`config.mk`:
```
export PLATFORM = sky130hd
export DESIGN_NAME = button_press_classifier_core
export DESIGN_NICKNAME = d
export VERILOG_FILES = /design/src/rtl/core/bpc_pkg.sv /design/src/rtl/core/bpc_lane.sv /design/src/rtl/core/bpc_merge.sv /design/src/rtl/core/button_press_classifier_core.sv
export SDC_FILE = /design/constraint.sdc
export NUM_CORES = 1
export LEC_CHECK = 0
export BUFFER_PORTS_ARGS = -buffer_cell sky130_fd_sc_hd__buf_2
export CAP_MARGIN = 20
export CORE_MARGIN = 2
export CORE_UTILIZATION = 40
export CTS_BUF_LIST = sky130_fd_sc_hd__clkbuf_4 sky130_fd_sc_hd__clkbuf_8
export DETAILED_ROUTE_END_ITERATION = 16
export PLACE_DENSITY = 0.59
export SYNTH_ARGS = -nofsm -noshare
export SYNTH_HDL_FRONTEND = slang
export SYNTH_HIERARCHICAL = 1
export SYNTH_SLANG_ARGS = --single-unit
```
`constraint.sdc`:
```
create_clock -name clk -period 5.44 [get_ports clk]
set_input_delay 0.544 -clock clk [delete_from_list [all_inputs] [get_ports clk]]
set_output_delay 0.544 -clock clk [all_outputs]
set_load 0.01 [all_outputs]
```
`src/rtl/core/bpc_pkg.sv`:
```
// Shared types and codes for the button press classifier core.
// Holds phase, event, indication and register codes and the lane result types.
// Depends on nothing; every module of the core imports it.
package bpc_pkg;

  localparam int NUM_SLOTS = 3;
  localparam int THR_WIDTH = 16;
  localparam int CFG_INDEX_WIDTH = 2;

  localparam logic [2:0] PH_WAITING     = 3'd0;
  localparam logic [2:0] PH_PREAMBLE    = 3'd1;
  localparam logic [2:0] PH_SHORT       = 3'd2;
  localparam logic [2:0] PH_LONG_ARMED  = 3'd3;
  localparam logic [2:0] PH_LONG        = 3'd4;
  localparam logic [2:0] PH_DOUBLE_LONG = 3'd5;
  localparam logic [2:0] PH_END         = 3'd6;

  localparam logic [1:0] EV_NONE        = 2'd0;
  localparam logic [1:0] EV_SHORT       = 2'd1;
  localparam logic [1:0] EV_LONG        = 2'd2;
  localparam logic [1:0] EV_DOUBLE_LONG = 2'd3;

  localparam logic [1:0] LED_NONE       = 2'd0;
  localparam logic [1:0] LED_BLINK      = 2'd1;
  localparam logic [1:0] LED_LONG_BLINK = 2'd2;

  localparam logic [CFG_INDEX_WIDTH-1:0] REG_DEBOUNCE    = 2'd0;
  localparam logic [CFG_INDEX_WIDTH-1:0] REG_RELEASE     = 2'd1;
  localparam logic [CFG_INDEX_WIDTH-1:0] REG_LONG        = 2'd2;
  localparam logic [CFG_INDEX_WIDTH-1:0] REG_DOUBLE_LONG = 2'd3;

  localparam logic [THR_WIDTH-1:0] DEBOUNCE_RESET    = 16'd5;
  localparam logic [THR_WIDTH-1:0] RELEASE_RESET     = 16'd20;
  localparam logic [THR_WIDTH-1:0] LONG_RESET        = 16'd200;
  localparam logic [THR_WIDTH-1:0] DOUBLE_LONG_RESET = 16'd300;

  typedef struct packed {
    logic [THR_WIDTH-1:0] debounce_ticks;
    logic [THR_WIDTH-1:0] release_ticks;
    logic [THR_WIDTH-1:0] long_ticks;
    logic [THR_WIDTH-1:0] double_long_ticks;
  } thresholds_t;

  typedef struct packed {
    logic [1:0] press_event;
    logic [1:0] led_request;
  } lane_res_t;

  typedef lane_res_t [NUM_SLOTS-1:0] tick_res_t;

endpackage

```
`src/rtl/core/bpc_lane.sv`:
```
// One button lane: the press phase machine with its hold and release counters.
// Produces this tick's event and indication for its button.
// Depends on bpc_pkg.
module bpc_lane #(
  parameter int COUNT_WIDTH = 16
) (
  input  logic                clk,
  input  logic                rst,
  input  logic                step,
  input  logic                pressed,
  input  bpc_pkg::thresholds_t thr,
  output bpc_pkg::lane_res_t  res
);
  import bpc_pkg::*;

  localparam int CMP_WIDTH = (COUNT_WIDTH > THR_WIDTH) ? COUNT_WIDTH : THR_WIDTH;

  logic [2:0]             phase;
  logic [2:0]             phase_next;
  logic [COUNT_WIDTH-1:0] hold_count;
  logic [COUNT_WIDTH-1:0] hold_count_next;
  logic [COUNT_WIDTH-1:0] release_count;
  logic [COUNT_WIDTH-1:0] release_count_next;
  logic [COUNT_WIDTH-1:0] hold_inc;
  logic [COUNT_WIDTH-1:0] release_inc;
  logic [THR_WIDTH-1:0]   hold_thr;
  logic                   hold_hit;
  logic                   release_hit;

  assign hold_inc    = (&hold_count) ? hold_count : hold_count + COUNT_WIDTH'(1);
  assign release_inc = (&release_count) ? release_count : release_count + COUNT_WIDTH'(1);

  always_comb begin
    case (phase)
      PH_PREAMBLE:   hold_thr = thr.long_ticks;
      PH_LONG_ARMED: hold_thr = thr.double_long_ticks;
      default:       hold_thr = thr.debounce_ticks;
    endcase
  end

  assign hold_hit    = CMP_WIDTH'(hold_inc) >= CMP_WIDTH'(hold_thr);
  assign release_hit = CMP_WIDTH'(release_inc) >= CMP_WIDTH'(thr.release_ticks);

  always_comb begin
    phase_next         = phase;
    hold_count_next    = hold_count;
    release_count_next = release_count;
    res.press_event    = EV_NONE;
    res.led_request    = LED_NONE;
    case (phase)
      PH_WAITING: begin
        if (pressed) begin
          hold_count_next = hold_inc;
          if (hold_hit) begin
            phase_next      = PH_PREAMBLE;
            hold_count_next = '0;
          end
        end
      end
      PH_PREAMBLE: begin
        if (pressed) begin
          hold_count_next = hold_inc;
          if (hold_hit) begin
            res.led_request    = LED_BLINK;
            phase_next         = PH_LONG_ARMED;
            hold_count_next    = '0;
            release_count_next = '0;
          end
        end else begin
          release_count_next = release_inc;
          if (release_hit) begin
            res.led_request    = LED_BLINK;
            phase_next         = PH_SHORT;
            release_count_next = '0;
          end
        end
      end
      PH_SHORT: begin
        res.press_event = EV_SHORT;
        phase_next      = PH_END;
      end
      PH_LONG_ARMED: begin
        if (pressed) begin
          hold_count_next = hold_inc;
          if (hold_hit) begin
            res.led_request = LED_LONG_BLINK;
            phase_next      = PH_DOUBLE_LONG;
            hold_count_next = '0;
          end
        end else begin
          release_count_next = release_inc;
          if (release_hit) begin
            phase_next         = PH_LONG;
            release_count_next = '0;
          end
        end
      end
      PH_LONG: begin
        res.press_event = EV_LONG;
        phase_next      = PH_END;
      end
      PH_DOUBLE_LONG: begin
        res.press_event = EV_DOUBLE_LONG;
        phase_next      = PH_END;
      end
      PH_END: begin
        if (!pressed) begin
          phase_next = PH_WAITING;
        end
      end
      default: begin
        phase_next = PH_WAITING;
      end
    endcase
  end

  always_ff @(posedge clk) begin
    if (rst) begin
      phase         <= PH_WAITING;
      hold_count    <= '0;
      release_count <= '0;
    end else if (step) begin
      phase         <= phase_next;
      hold_count    <= hold_count_next;
      release_count <= release_count_next;
    end
  end

  a_hold_when_idle: assert property (@(posedge clk) disable iff (rst)
    !step |=> $stable(phase) && $stable(hold_count) && $stable(release_count))
    else $error("lane state changed without a transfer");

  a_event_then_end: assert property (@(posedge clk) disable iff (rst)
    step && (phase == PH_SHORT || phase == PH_LONG || phase == PH_DOUBLE_LONG)
    |=> phase == PH_END)
    else $error("lane did not move to end after an event");

  a_end_release: assert property (@(posedge clk) disable iff (rst)
    step && phase == PH_END && !pressed |=> phase == PH_WAITING)
    else $error("lane did not return to waiting on release");

endmodule

```
`src/rtl/core/bpc_merge.sv`:
```
// Merging stage: gathers the lane results of one tick into the output register.
// A skid register catches one input transfer while the output is stalled.
// Depends on bpc_pkg.
module bpc_merge (
  input  logic               clk,
  input  logic               rst,
  input  logic               in_valid,
  output logic               in_ready,
  input  bpc_pkg::tick_res_t lanes,
  output logic               out_valid,
  input  logic               out_ready,
  output bpc_pkg::tick_res_t out_res
);
  import bpc_pkg::*;

  logic      skid_valid;
  tick_res_t skid_res;
  logic      in_xfer;

  assign in_ready = !skid_valid;
  assign in_xfer  = in_valid && in_ready;

  always_ff @(posedge clk) begin
    if (rst) begin
      out_valid  <= 1'b0;
      skid_valid <= 1'b0;
    end else if (out_ready || !out_valid) begin
      if (skid_valid) begin
        out_valid  <= 1'b1;
        skid_valid <= 1'b0;
      end else begin
        out_valid <= in_xfer;
      end
    end else if (in_xfer) begin
      skid_valid <= 1'b1;
    end
  end

  always_ff @(posedge clk) begin
    if (out_ready || !out_valid) begin
      if (skid_valid) begin
        out_res <= skid_res;
      end else if (in_xfer) begin
        out_res <= lanes;
      end
    end else if (in_xfer) begin
      skid_res <= lanes;
    end
  end

  a_skid_behind_out: assert property (@(posedge clk) disable iff (rst)
    skid_valid |-> out_valid)
    else $error("skid register full while output register empty");

  a_stall_fills_skid: assert property (@(posedge clk) disable iff (rst)
    out_valid && !out_ready && in_xfer |=> skid_valid)
    else $error("transfer during output stall was not caught by the skid register");

  a_skid_drains: assert property (@(posedge clk) disable iff (rst)
    skid_valid && out_ready |=> out_valid && !skid_valid)
    else $error("skid register did not drain into the output register");

endmodule

```
`src/rtl/core/button_press_classifier_core.sv`:
```
// Each tick's lane results are registered in the output register, or in the skid register while the output stalls.
// Throughput: one tick per cycle while the skid register is empty; each button lane updates its phase and counters
// on each accepted tick, and a skid register takes one further transfer when the output stalls.
// Reset: thresholds return to 5, 20, 200 and 300 ticks, every lane to waiting with
// cleared counters, and the output and skid registers empty.
// Depends on bpc_pkg, bpc_lane and bpc_merge.
module button_press_classifier_core #(
  parameter int BUTTONS     = 3,
  parameter int COUNT_WIDTH = 16
) (
  input  logic                                  clk,
  input  logic                                  rst,
  input  logic                                  cfg_we,
  input  logic [bpc_pkg::CFG_INDEX_WIDTH-1:0]   cfg_index,
  input  logic [bpc_pkg::THR_WIDTH-1:0]         cfg_data,
  input  logic                                  in_valid,
  output logic                                  in_ready,
  input  logic                                  button_a_pressed,
  input  logic                                  button_b_pressed,
  input  logic                                  button_c_pressed,
  output logic                                  out_valid,
  input  logic                                  out_ready,
  output logic [1:0]                            press_event_a,
  output logic [1:0]                            press_event_b,
  output logic [1:0]                            press_event_c,
  output logic [1:0]                            led_request_a,
  output logic [1:0]                            led_request_b,
  output logic [1:0]                            led_request_c
);
  import bpc_pkg::*;

  thresholds_t           thr;
  logic [NUM_SLOTS-1:0]  pressed;
  tick_res_t             lanes;
  tick_res_t             out_res;
  logic                  step;

  assign pressed = {button_c_pressed, button_b_pressed, button_a_pressed};
  assign step    = in_valid && in_ready;

  always_ff @(posedge clk) begin
    if (rst) begin
      thr.debounce_ticks    <= DEBOUNCE_RESET;
      thr.release_ticks     <= RELEASE_RESET;
      thr.long_ticks        <= LONG_RESET;
      thr.double_long_ticks <= DOUBLE_LONG_RESET;
    end else if (cfg_we) begin
      case (cfg_index)
        REG_DEBOUNCE:    thr.debounce_ticks    <= cfg_data;
        REG_RELEASE:     thr.release_ticks     <= cfg_data;
        REG_LONG:        thr.long_ticks        <= cfg_data;
        REG_DOUBLE_LONG: thr.double_long_ticks <= cfg_data;
        default:         thr                   <= thr;
      endcase
    end
  end

  for (genvar b = 0; b < NUM_SLOTS; b++) begin : g_lane
    if (b < BUTTONS) begin : g_used
      bpc_lane #(
        .COUNT_WIDTH(COUNT_WIDTH)
      ) u_lane (
        .clk     (clk),
        .rst     (rst),
        .step    (step),
        .pressed (pressed[b]),
        .thr     (thr),
        .res     (lanes[b])
      );
    end else begin : g_unused
      assign lanes[b] = '0;
    end
  end

  bpc_merge u_merge (
    .clk       (clk),
    .rst       (rst),
    .in_valid  (in_valid),
    .in_ready  (in_ready),
    .lanes     (lanes),
    .out_valid (out_valid),
    .out_ready (out_ready),
    .out_res   (out_res)
  );

  assign press_event_a = out_res[0].press_event;
  assign press_event_b = out_res[1].press_event;
  assign press_event_c = out_res[2].press_event;
  assign led_request_a = out_res[0].led_request;
  assign led_request_b = out_res[1].led_request;
  assign led_request_c = out_res[2].led_request;

endmodule

```
* Yosys cells after proc, flatten, opt, wreduce, memory -nomap -nowiden
Cells that the tools add are included.
** Storage, ports and cells
- Bits in registers :: 195
- Bits in latches :: 0
- Bits in writable memories :: 0
- Memory bits (read-only) :: 0
- Input bits :: 26
- Logic and storage cells :: 206
- Memories :: 0
** Cells by class
- Add/subtract/negate cells :: 6
- Multipliers :: 0
- Div/mod/pow operators :: 0
- $lt $le $gt $ge :: 6
- Equality and inequality tests :: 45
- Shift operators :: 0
- Muxes and demuxes :: 81
- Bitwise gates (word level) :: 1
- Reductions and logical operators :: 40
** Operators by type and width (number)
- 16-bit 2-to-1 mux :: 21
- 16-bit one-hot mux with 2 select lines :: 6
- 16-bit by 1-bit adder with 16-bit output (second input constant) :: 6
- 16-bit >= comparator :: 6
- 16-bit AND reduction :: 6
- 3-bit 2-to-1 mux :: 27
- 3-bit one-hot mux with 5 select lines :: 3
- 3-bit by 2-bit != test with 1-bit output (second input constant) :: 12
- 3-bit equality test (second input constant) :: 9
- 12-bit 2-to-1 mux :: 2
- 8-bit AND reduction :: 3
- 3-bit by 2-bit equality test with 1-bit output (second input constant) :: 6
- 2-bit 2-to-1 mux :: 9
- 2-bit != test (second input constant) :: 9
- 2-bit one-hot mux with 3 select lines :: 3
- 3-bit OR reduction :: 6
- 2-bit one-hot mux with 2 select lines :: 3
- 2-bit AND reduction :: 6
- 4-bit AND reduction :: 3
- 3-bit by 1-bit equality test with 1-bit output (second input constant) :: 3
- 3-bit logical NOT :: 3
- 3-bit AND reduction :: 3
- 2-bit nonzero test :: 4
- 1-bit 2-to-1 mux :: 7
- 9 further kinds :: 13

* Logic depth before layout (Yosys ltp)
Gate-level depths: netlist of the first run.
- Depth after elaboration :: 8
- Depth in mapped cells :: 17

* Hierarchy
The synthesis of the first run kept the hierarchy.
** By module, submodules not included
- bpc_lane at g_lane[0].g_used.u_lane ... :: instances 2, cells an instance 481, area an instance 3653.5 µm²
- bpc_lane at g_lane[2].g_used.u_lane :: instances 1, cells an instance 433, area an instance 3231.8 µm²
- button_press_classifier_core :: instances 1, cells an instance 242, area an instance 2592.5 µm²
- bpc_merge :: instances 1, cells an instance 47, area an instance 988.4 µm²

* Worst setup path after synthesis of the first run
No wires, ideal clock.
- Kind :: reg2reg
- Start point :: register g_lane[1].g_used.u_lane.phase[1]
- End point :: register, netlist name u_merge/out_res[4]
- Library setup time :: 0.260 ns
- Arrival time :: 3.472 ns
- Data required time :: 5.180 ns
- Setup slack :: 1.708 ns
- Cell stages (with the launch flop) :: 15
- Clock period less this slack :: 3.732 ns
- Cell sequence :: dfxtp_1 buf_1 buf_2 mux2i_1 o21ai_0 ha_1 nand2b_1 a2111o_1 a311oi_2 and2_1 buf_6 buf_8 a32o_1 nor3_1 mux2_4
** RTL lines
- from (decl) :: line bpc_lane.sv:18 : logic [2:0] phase;
- from (signal assigned) :: line bpc_lane.sv:123 : phase <= phase_next;

* Worst setup path after layout of the first run
- Start point :: register g_lane[0].g_used.u_lane.hold_count[3]
- End point :: register g_lane[0].g_used.u_lane.hold_count[3]
** Between the ends
- Cells in the longest elaborated chain, start to end :: 4
- Elaborated cells between the ends (all ways) :: 5
- Classes of those cells :: add/sub: 1; order compare: 1; mux: 2; reduce/logical: 1
** Ends and longest elaborated chain
- from (decl) :: line bpc_lane.sv:20 : logic [COUNT_WIDTH-1:0] hold_count;
- from (signal assigned) :: line bpc_lane.sv:124 : hold_count <= hold_count_next;
- 16-bit by 1-bit adder with 16-bit output or 16-bit AND reduction (tied branches) :: line bpc_lane.sv:30 : assign hold_inc = (&hold_count) ? hold_count : hold_count + COUNT_WIDTH'(1);
- 16-bit 2-to-1 mux * :: line bpc_lane.sv:30
- 16-bit >= comparator :: line bpc_lane.sv:41 : assign hold_hit = CMP_WIDTH'(hold_inc) >= CMP_WIDTH'(hold_thr);
- 16-bit 2-to-1 mux * :: line bpc_lane.sv:54, bpc_lane.sv:63, bpc_lane.sv:85
Every way passes the cells marked *; elsewhere a longest branch is shown, timed or not.
A chain may end at the register's enable or synchronous reset.

==> summary.txt, run 1 <==
Layout
  • Post-layout util: 0.432
  • Diode count: 0
  • Layout overhead on the synthesized area: 5.87%
  • Layout Cells excl Fill: 2134
  • Post-layout net count: 1798
  • FF+latch area: 0.00414 mm^2
  • Post-route cell area: 0.0149 mm^2
  • Area of the multi-input gates: 0.00909 mm^2
  • Layout cell share with drive strength beyond 1: 0.101
  • Fill cells: 3422

Synth
  • Post-Syn Nets: 1816
  • Most used DFF post-synth: dfxtp_1
  • Synth cell count leaders: dfxtp_1 (171), nor2_1 (137), a21oi_1 (131)
  • Post-Syn Area: 0.0141 mm^2
  • Asr flop ratio synth: 0
  • Synth warn: 6
  • Largest cells by area after synthesis: dfxtp_1 (24%), ha_1 (9.4%), mux2i_1 (8.5%), edfxtp_1 (5.1%), a21oi_1 (4.6%)
  • Syn Inst Count: 1684
  • Synth top area share: 0.242
  • Post-Syn Area per Cell: 8.38 um^2
  • Post-synth EDFFs: 24
  • Post-synth top area cell: dfxtp_1
  • Count leader, synth: dfxtp_1
  • Netlist cell types: 78
  • Synthesis-stage register bit count: 195
  • Sequential-to-total area share from yosys stat: 0.293

Detailed routing
  • Vias per cell: 5.70
  • Vias: 12200
  • Number of remaining DRC errors: 0
  • Drt first pass iters: 6
  • Routed len/inst: 17.5 um
  • Post-route ant nets: 0
  • Drt first-iter violations: 789
  • DRT Wirelength: 37400 um

CTS
  • H-Tree Depth: 4
  • Num CTS Buffers: 17
  • Clk pin slew, worst setup/hold paths: 0.11 ns
  • Clock sinks: 195
  • CTS root buffer: clkbuf_8
  • CTS tree: yes
  • Hold-fix buffers, CTS: 0
  • CTS resizes: 0
  • Setup bufs post-CTS: 0
  • Worst skew pair latency: 0.50 ns
  • Clock buffer depth: 2

STA
  • Relative slew slack: 0.261
  • Clock Skew: 0.0199 ns
  • Final Max Slew Viols: 0
  • Setup_tns: 0 ns
  • Clock period minus worst slack: 4.62 ns
  • Final worst-path cycle share: 0.849
  • Slew @ Worst Pin: 1.11 ns
  • Unrepaired setup endpoints after global routing: false
  • Setup violations, final: 0
  • Hold Vio Cnt, Final: 0
  • Peak Freq: 216 MHz

Min path
  • Min-delay worst type: primary input to flop

Pwr
  • P_leak: 5.53 nW
  • VDD IR-drop max: 0.157 mV
  • Power Density: 186 mW/mm^2

Placed design
  • Post-DP HPWL: 27800 um
  • Area after DPL: 0.0146 mm^2
  • Port-buffer cells: 39
  • Total placed cells including tap cells: 2102
  • Placer Congestion: 0.881

Global route
  • Overflow after GRT: 0
  • GRT Total Usage: 0.206
  • Global-route wire length before repair: 59800 um
  • Largest net degree at the start of global routing: 110
  • Antenna violations before repair: 1
  • Vias in the first global route: 11200

Setup path
  • Startpoint class of the critical path: flop
  • Reg2Reg Depth: 11
  • Kind of end point of the critical path: flop
  • CP Data Arrival Time: 5.02 ns
  • R2r endpoint: g_lane[0].g_used.u_lane/hold_count[3]$_SDFFE_PP0P_
  • CP Launch Point: g_lane[0].g_used.u_lane/hold_count[3]$_SDFFE_PP0P_
  • Launch point of the worst reg-to-reg path: g_lane[0].g_used.u_lane/hold_count[3]$_SDFFE_PP0P_
  • Worst reg2reg setup slack: 0.82 ns
  • Critical path data required time: 5.84 ns
  • Crit path to: g_lane[0].g_used.u_lane/hold_count[3]$_SDFFE_PP0P_
  • Crit path max fanout: 17
  • Crit Path Category: flop to flop

Floorplan
  • Die Area: 0.0368 mm^2
  • DIE HEIGHT: 192 um
  • Io pins: 40
  • # rows: 68
  • Core footprint: 0.0346 mm^2
  • Chip width: 192 um
  • Starting Density: 0.408

Run status
  • Outcome: complete, no violations

Run
  • Max_cap viols: 0
cells in the final DEF (no fill, tap or decap), types with 28 or more instances in the layout:
cell,count
a21oi_1,131
nor2_1,137
mux2i_1,120
buf_2,38
dfxtp_1,171
or3_1,39
nor3_1,37
a31oi_1,30
nand4_1,62
nand2_1,99
ha_1,106
nand3_1,66
nand2b_1,89
o21ai_0,40
xnor2_1,50
o32ai_1,28
inv_1,101
per-stage QoR:
stage	power (mW)	hold slack (ns)	setup WS [ns]
floorplan	1.75	0.450	1.71
global placement	1.84	0.470	1.05
detailed placement	1.85	0.479	0.858
CTS	2.82	0.321	0.827
global route	2.91	0.327	0.488
finish	2.77	0.353	0.819
worst max-delay path, stage by stage (launching register included):
cell and delay, ns:
dfxtp_1 0.45, and4_1 0.35, nand4_1 0.17, nor3_1 0.50
xnor2_1 0.14, ha_1 0.31, nand2b_1 0.14, a2111o_1 0.42
a311oi_2 0.49, and2_1 0.67, nand2_1 0.50, o41ai_1 0.37
state kept, by name, indices dropped and copies added, names as in the netlist:
signal and count:
g_lane.g_used.u_lane/hold_count 48, g_lane.g_used.u_lane/phase 9, g_lane.g_used.u_lane/release_count 48, thr 64
u_merge/out_res 12, u_merge/out_valid 1, u_merge/skid_res 12, u_merge/skid_valid 1
metal layers:
| layer | wire length (um) | track usage | vias to the layer above |
|---|---|---|---|
| li1 | - | - | 6060 |
| met1 | 17700 | 0.281 | 5813 |
| met2 | 17400 | 0.339 | 254 |
| met3 | 1690 | 0.0340 | 38 |
| met4 | 580 | 0.0530 | 2 |
| met5 | 14 | 0 | - |
logic make-up after synthesis:
group	after synthesis	synth area share
mux	142	0.104
flops	195	0.293
simple gates	645	0.250
fa+ha+maj	106	0.0939
compound gates	336	0.158
buf+inv	201	0.0632
xor+xnor	59	0.0366
how the worst min path moves through the flow:
stage	slack, ns	cells after the start	endpoint	startpoint
after floorplan	0.45	2	g_lane[0].g_used.u_lane/hold_count[12]$_SDFFE_PP0P_	g_lane[0].g_used.u_lane/hold_count[12]$_SDFFE_PP0P_
after global placement	0.47	2	g_lane[1].g_used.u_lane/hold_count[12]$_SDFFE_PP0P_	g_lane[1].g_used.u_lane/hold_count[12]$_SDFFE_PP0P_
after detailed placement	0.48	2	g_lane[1].g_used.u_lane/hold_count[12]$_SDFFE_PP0P_	g_lane[1].g_used.u_lane/hold_count[12]$_SDFFE_PP0P_
after CTS	0.32	3	thr[18]$_SDFFE_PP0P_	cfg_data[2]
after global routing	0.33	3	thr[18]$_SDFFE_PP0P_	cfg_data[2]
final	0.35	3	thr[18]$_SDFFE_PP0P_	cfg_data[2]
power breakdown:
group / internal [mW] / leakage [nW] / switching [mW]
sequential: 1.48 / 1.62 / 0.0300
clock: 0.393 / 0.189 / 0.568
combinational: 0.113 / 3.72 / 0.189
total: 1.99 / 5.53 / 0.786
cell type report:
cell class | instances | area share
clock buffers | 19 | 0.0175
multi-input cells | 1288 | 0.608
flip-flops and latches | 195 | 0.277
inverters | 101 | 0.0254
clock inverters | 13 | 0.00829
repair buffers | 63 | 0.0255
well taps | 455 | 0.0381
No activity file was read; power rests on OpenSTA's default activity.
==> run 2, diff against run 1 <==
--- a/config.mk
+++ b/config.mk
@@ -11,7 +11,7 @@
 export CORE_UTILIZATION = 40
 export CTS_BUF_LIST = sky130_fd_sc_hd__clkbuf_4 sky130_fd_sc_hd__clkbuf_8
 export DETAILED_ROUTE_END_ITERATION = 16
-export PLACE_DENSITY = 0.59
+export PLACE_DENSITY = 0.61
 export SYNTH_ARGS = -nofsm -noshare
 export SYNTH_HDL_FRONTEND = slang
 export SYNTH_HIERARCHICAL = 1
==> constraint.sdc (replaced) <==
create_clock -name clk -period 3.9 [get_ports clk]
set_input_delay 0.39 -clock clk [delete_from_list [all_inputs] [get_ports clk]]
set_output_delay 0.39 -clock clk [all_outputs]
set_load 0.01 [all_outputs]
==> run 2 against run 1 <==
- sequential share of layout area down 1.2 points
- clock-buffer cell count is the same
- power rose by 47%
- register-to-register slack lost 0.67 ns
- wire length is 2.4% higher
- highest routed layer unchanged
- clock power is 59% higher
- first-iteration DRC count rose by 15%
- core utilization is 2.0 points higher
- cell count increased by 2.8%
- worst hold slack worse by 0.19 ns
- critical path type unchanged
- design area up 4.5%
- critical path depth is 6 higher
==> summary.txt, run 2 (same netlist as run 1, synthesis figures left out) <==
Placed design
  • Total placed cells including tap cells: 2156 (was 2102)
  • Pre-CTS setup slack: 0.0627 ns (was 0.858 ns)
  • Placer Congestion: 0.878 (was 0.881)
  • Port-buffer cells: 39 (unchanged)
  • Post-DP HPWL: 28600 um (was 27800 um)
  • Area after DPL: 0.0150 mm^2 (was 0.0146 mm^2)

Setup path
  • Reg2Reg Depth: 17 (was 11)
  • CP Data Arrival Time: 4.17 ns (was 5.02 ns)
  • Launch point of the worst reg-to-reg path: g_lane[2].g_used.u_lane/release_count[7]$_SDFFE_PP0P_ (was g_lane[0].g_used.u_lane/hold_count[3]$_SDFFE_PP0P_)
  • Startpoint class of the critical path: flop (unchanged)
  • Critical path data required time: 4.32 ns (was 5.84 ns)
  • Kind of end point of the critical path: flop (unchanged)
  • Crit Path Category: flop to flop (unchanged)
  • Crit path max fanout: 9 (was 17)
  • Worst reg2reg setup slack: 0.15 ns (was 0.82 ns)
  • R2r endpoint: g_lane[2].g_used.u_lane/release_count[0]$_SDFFE_PP0P_ (was g_lane[0].g_used.u_lane/hold_count[3]$_SDFFE_PP0P_)

Detailed routing
  • Post-route ant nets: 0 (unchanged)
  • Routed len/inst: 17.4 um (was 17.5 um)
  • Vias per cell: 5.66 (was 5.70)
  • DRT Wirelength: 38200 um (was 37400 um)
  • Number of remaining DRC errors: 0 (unchanged)
  • Drt first-iter violations: 908 (was 789)
  • Drt first pass iters: 5 (was 6)
  • Vias: 12400 (was 12200)

CTS
  • Clock sinks: 195 (unchanged)
  • Num CTS Buffers: 17 (unchanged)
  • H-Tree Depth: 4 (unchanged)
  • CTS root buffer: clkbuf_8 (unchanged)
  • Clock buffer depth: 2 (unchanged)
  • CTS tree: yes (unchanged)
  • Worst skew pair latency: 0.51 ns (was 0.50 ns)
  • Clk pin slew, worst setup/hold paths: 0.12 ns (was 0.11 ns)

Floorplan
  • Core footprint: 0.0346 mm^2 (unchanged)
  • Io pins: 40 (unchanged)
  • Chip width: 192 um (unchanged)
  • DIE HEIGHT: 192 um (unchanged)
  • # rows: 68 (unchanged)
  • Starting Density: 0.408 (unchanged)
  • Die Area: 0.0368 mm^2 (unchanged)

Layout
  • Most frequent cells in the layout: dfxtp_1 (165), nor2_1 (133), a21oi_1 (131) (was dfxtp_1 (171), nor2_1 (137), a21oi_1 (131))
  • Post-layout net count: 1856 (was 1798)
  • Post-layout util: 0.451 (was 0.432)
  • Top Registers: thr x64, g_lane.g_used.u_lane/hold_count x48, g_lane.g_used.u_lane/release_count x48 (unchanged)
  • Most common cell after layout, fill and taps aside: dfxtp_1 (unchanged)
  • Layout Cells excl Fill: 2193 (was 2134)
  • Post-route cell area: 0.0156 mm^2 (was 0.0149 mm^2)
  • Max reg flops: 64 (unchanged)
  • Layout cell share with drive strength beyond 1: 0.145 (was 0.101)
  • Layout overhead on the synthesized area: 10.7% (was 5.87%)
  • Biggest register: thr (unchanged)

Global route
  • Largest net degree at the start of global routing: 96 (was 110)
  • Vias in the first global route: 11500 (was 11200)
  • Overflow after GRT: 0 (unchanged)
  • Global-route wire length before repair: 60800 um (was 59800 um)
  • Antenna violations before repair: 1 (unchanged)
  • GRT Total Usage: 0.209 (was 0.206)

STA
  • Hold Vio Cnt, Final: 0 (unchanged)
  • PnR worst setup slack: 0.151 ns (was 0.819 ns)
  • Peak Freq: 267 MHz (was 216 MHz)
  • Clock period minus worst slack: 3.75 ns (was 4.62 ns)
  • Final worst-path cycle share: 0.961 (was 0.849)
  • Final Max Slew Viols: 0 (unchanged)
  • Clock Skew: 0.0262 ns (was 0.0199 ns)
  • Slew @ Worst Pin: 1.06 ns (was 1.11 ns)
  • Setup violations, final: 0 (unchanged)
  • Setup_tns: 0 ns (unchanged)
  • Relative slew slack: 0.293 (was 0.261)

Min path
  • Min-delay worst type: primary input to flop (unchanged)
  • Hold EP: thr[18]$_SDFFE_PP0P_ (unchanged)
  • Hold path depth: 3 (unchanged)
  • Worst hold start: cfg_data[2] (unchanged)

Run
  • Max_cap viols: 0 (unchanged)

Pwr
  • Power Density: 261 mW/mm^2 (was 186 mW/mm^2)
  • VDD IR-drop max: 0.211 mV (was 0.157 mV)
  • P_leak: 5.90 nW (was 5.53 nW)

Run status
  • Outcome: complete, no violations (unchanged)
run 2: metrics by stage:
step | hold WS, ns | total power [mW]
detailed placement | 0.482 | 2.59
CTS | 0.136 | 4.12
global route | 0.132 | 4.25
finish | 0.165 | 4.08
floorplan | 0.450 | 2.45
global placement | 0.468 | 2.58
run 2: worst max path at each step:
stage | slack [ns] | to | startpoint
after CTS | 0.06 | g_lane[2].g_used.u_lane/hold_count[0]$_SDFFE_PP0P_ | g_lane[2].g_used.u_lane/hold_count[5]$_SDFFE_PP0P_
after floorplan | 0.17 | u_merge/out_res[4]$_DFFE_PP_ | g_lane[1].g_used.u_lane/phase[1]$_SDFFE_PP0P_
after global routing | -0.001 | g_lane[0].g_used.u_lane/release_count[9]$_SDFFE_PP0P_ | g_lane[0].g_used.u_lane/hold_count[3]$_SDFFE_PP0P_
after global placement | 0.16 | g_lane[2].g_used.u_lane/release_count[10]$_SDFFE_PP0P_ | g_lane[2].g_used.u_lane/hold_count[5]$_SDFFE_PP0P_
final | 0.15 | g_lane[2].g_used.u_lane/release_count[0]$_SDFFE_PP0P_ | g_lane[2].g_used.u_lane/release_count[7]$_SDFFE_PP0P_
after detailed placement | 0.06 | g_lane[2].g_used.u_lane/release_count[10]$_SDFFE_PP0P_ | g_lane[2].g_used.u_lane/hold_count[5]$_SDFFE_PP0P_
run 2: routing by layer:
| layer | wire length [um] | track usage | vias to the layer above | share of wire |
|---|---|---|---|---|
| met4 | 563 | 0.0497 | 2 | 0.015 |
| met1 | 18200 | 0.286 | 5975 | 0.48 |
| met3 | 1570 | 0.0285 | 36 | 0.041 |
| met5 | 13 | 0 | - | 0.00034 |
| li1 | - | - | 6179 | - |
| met2 | 17900 | 0.346 | 230 | 0.47 |
run 2: layout make-up:
| cell class | instances | area (um^2) |
|---|---|---|
| clock buffers | 19 | 255 |
| flip-flops and latches | 195 | 4150 |
| inverters | 101 | 379 |
| clock inverters | 13 | 198 |
| multi-input cells | 1288 | 9180 |
| well taps | 455 | 569 |
| fillers | 3395 | 19000 |
| repair buffers | 121 | 892 |
| diodes | 1 | 2.50 |
run 2: power by group:
group / total (mW) / switching (mW) / internal, mW
sequential: 2.11 / 0.0406 / 2.07
combinational: 0.448 / 0.273 / 0.175
clock: 1.53 / 0.794 / 0.735
total: 4.08 / 1.11 / 2.98
run 2: repair_timing:
action	4_1_cts	5_1_grt
hold buffers	0	0
setup endpoints to repair	0	85
gates resized for setup	0	30
setup buffers	0	3
run 2: critical path, stage by stage, from the launching register on:
cell	delay, ns
dfxtp_1	0.41
nand4_1	0.17
or3_1	0.45
nor3_2	0.15
nor2_1	0.11
nand2_1	0.12
xnor2_1	0.15
ha_1	0.28
a21o_1	0.18
a221o_1	0.35
a31oi_2	0.17
o22ai_2	0.13
buf_4	0.17
nor3b_4	0.25
buf_4	0.17
clkbuf_16	0.14
nand4b_1	0.10
a31oi_1	0.17
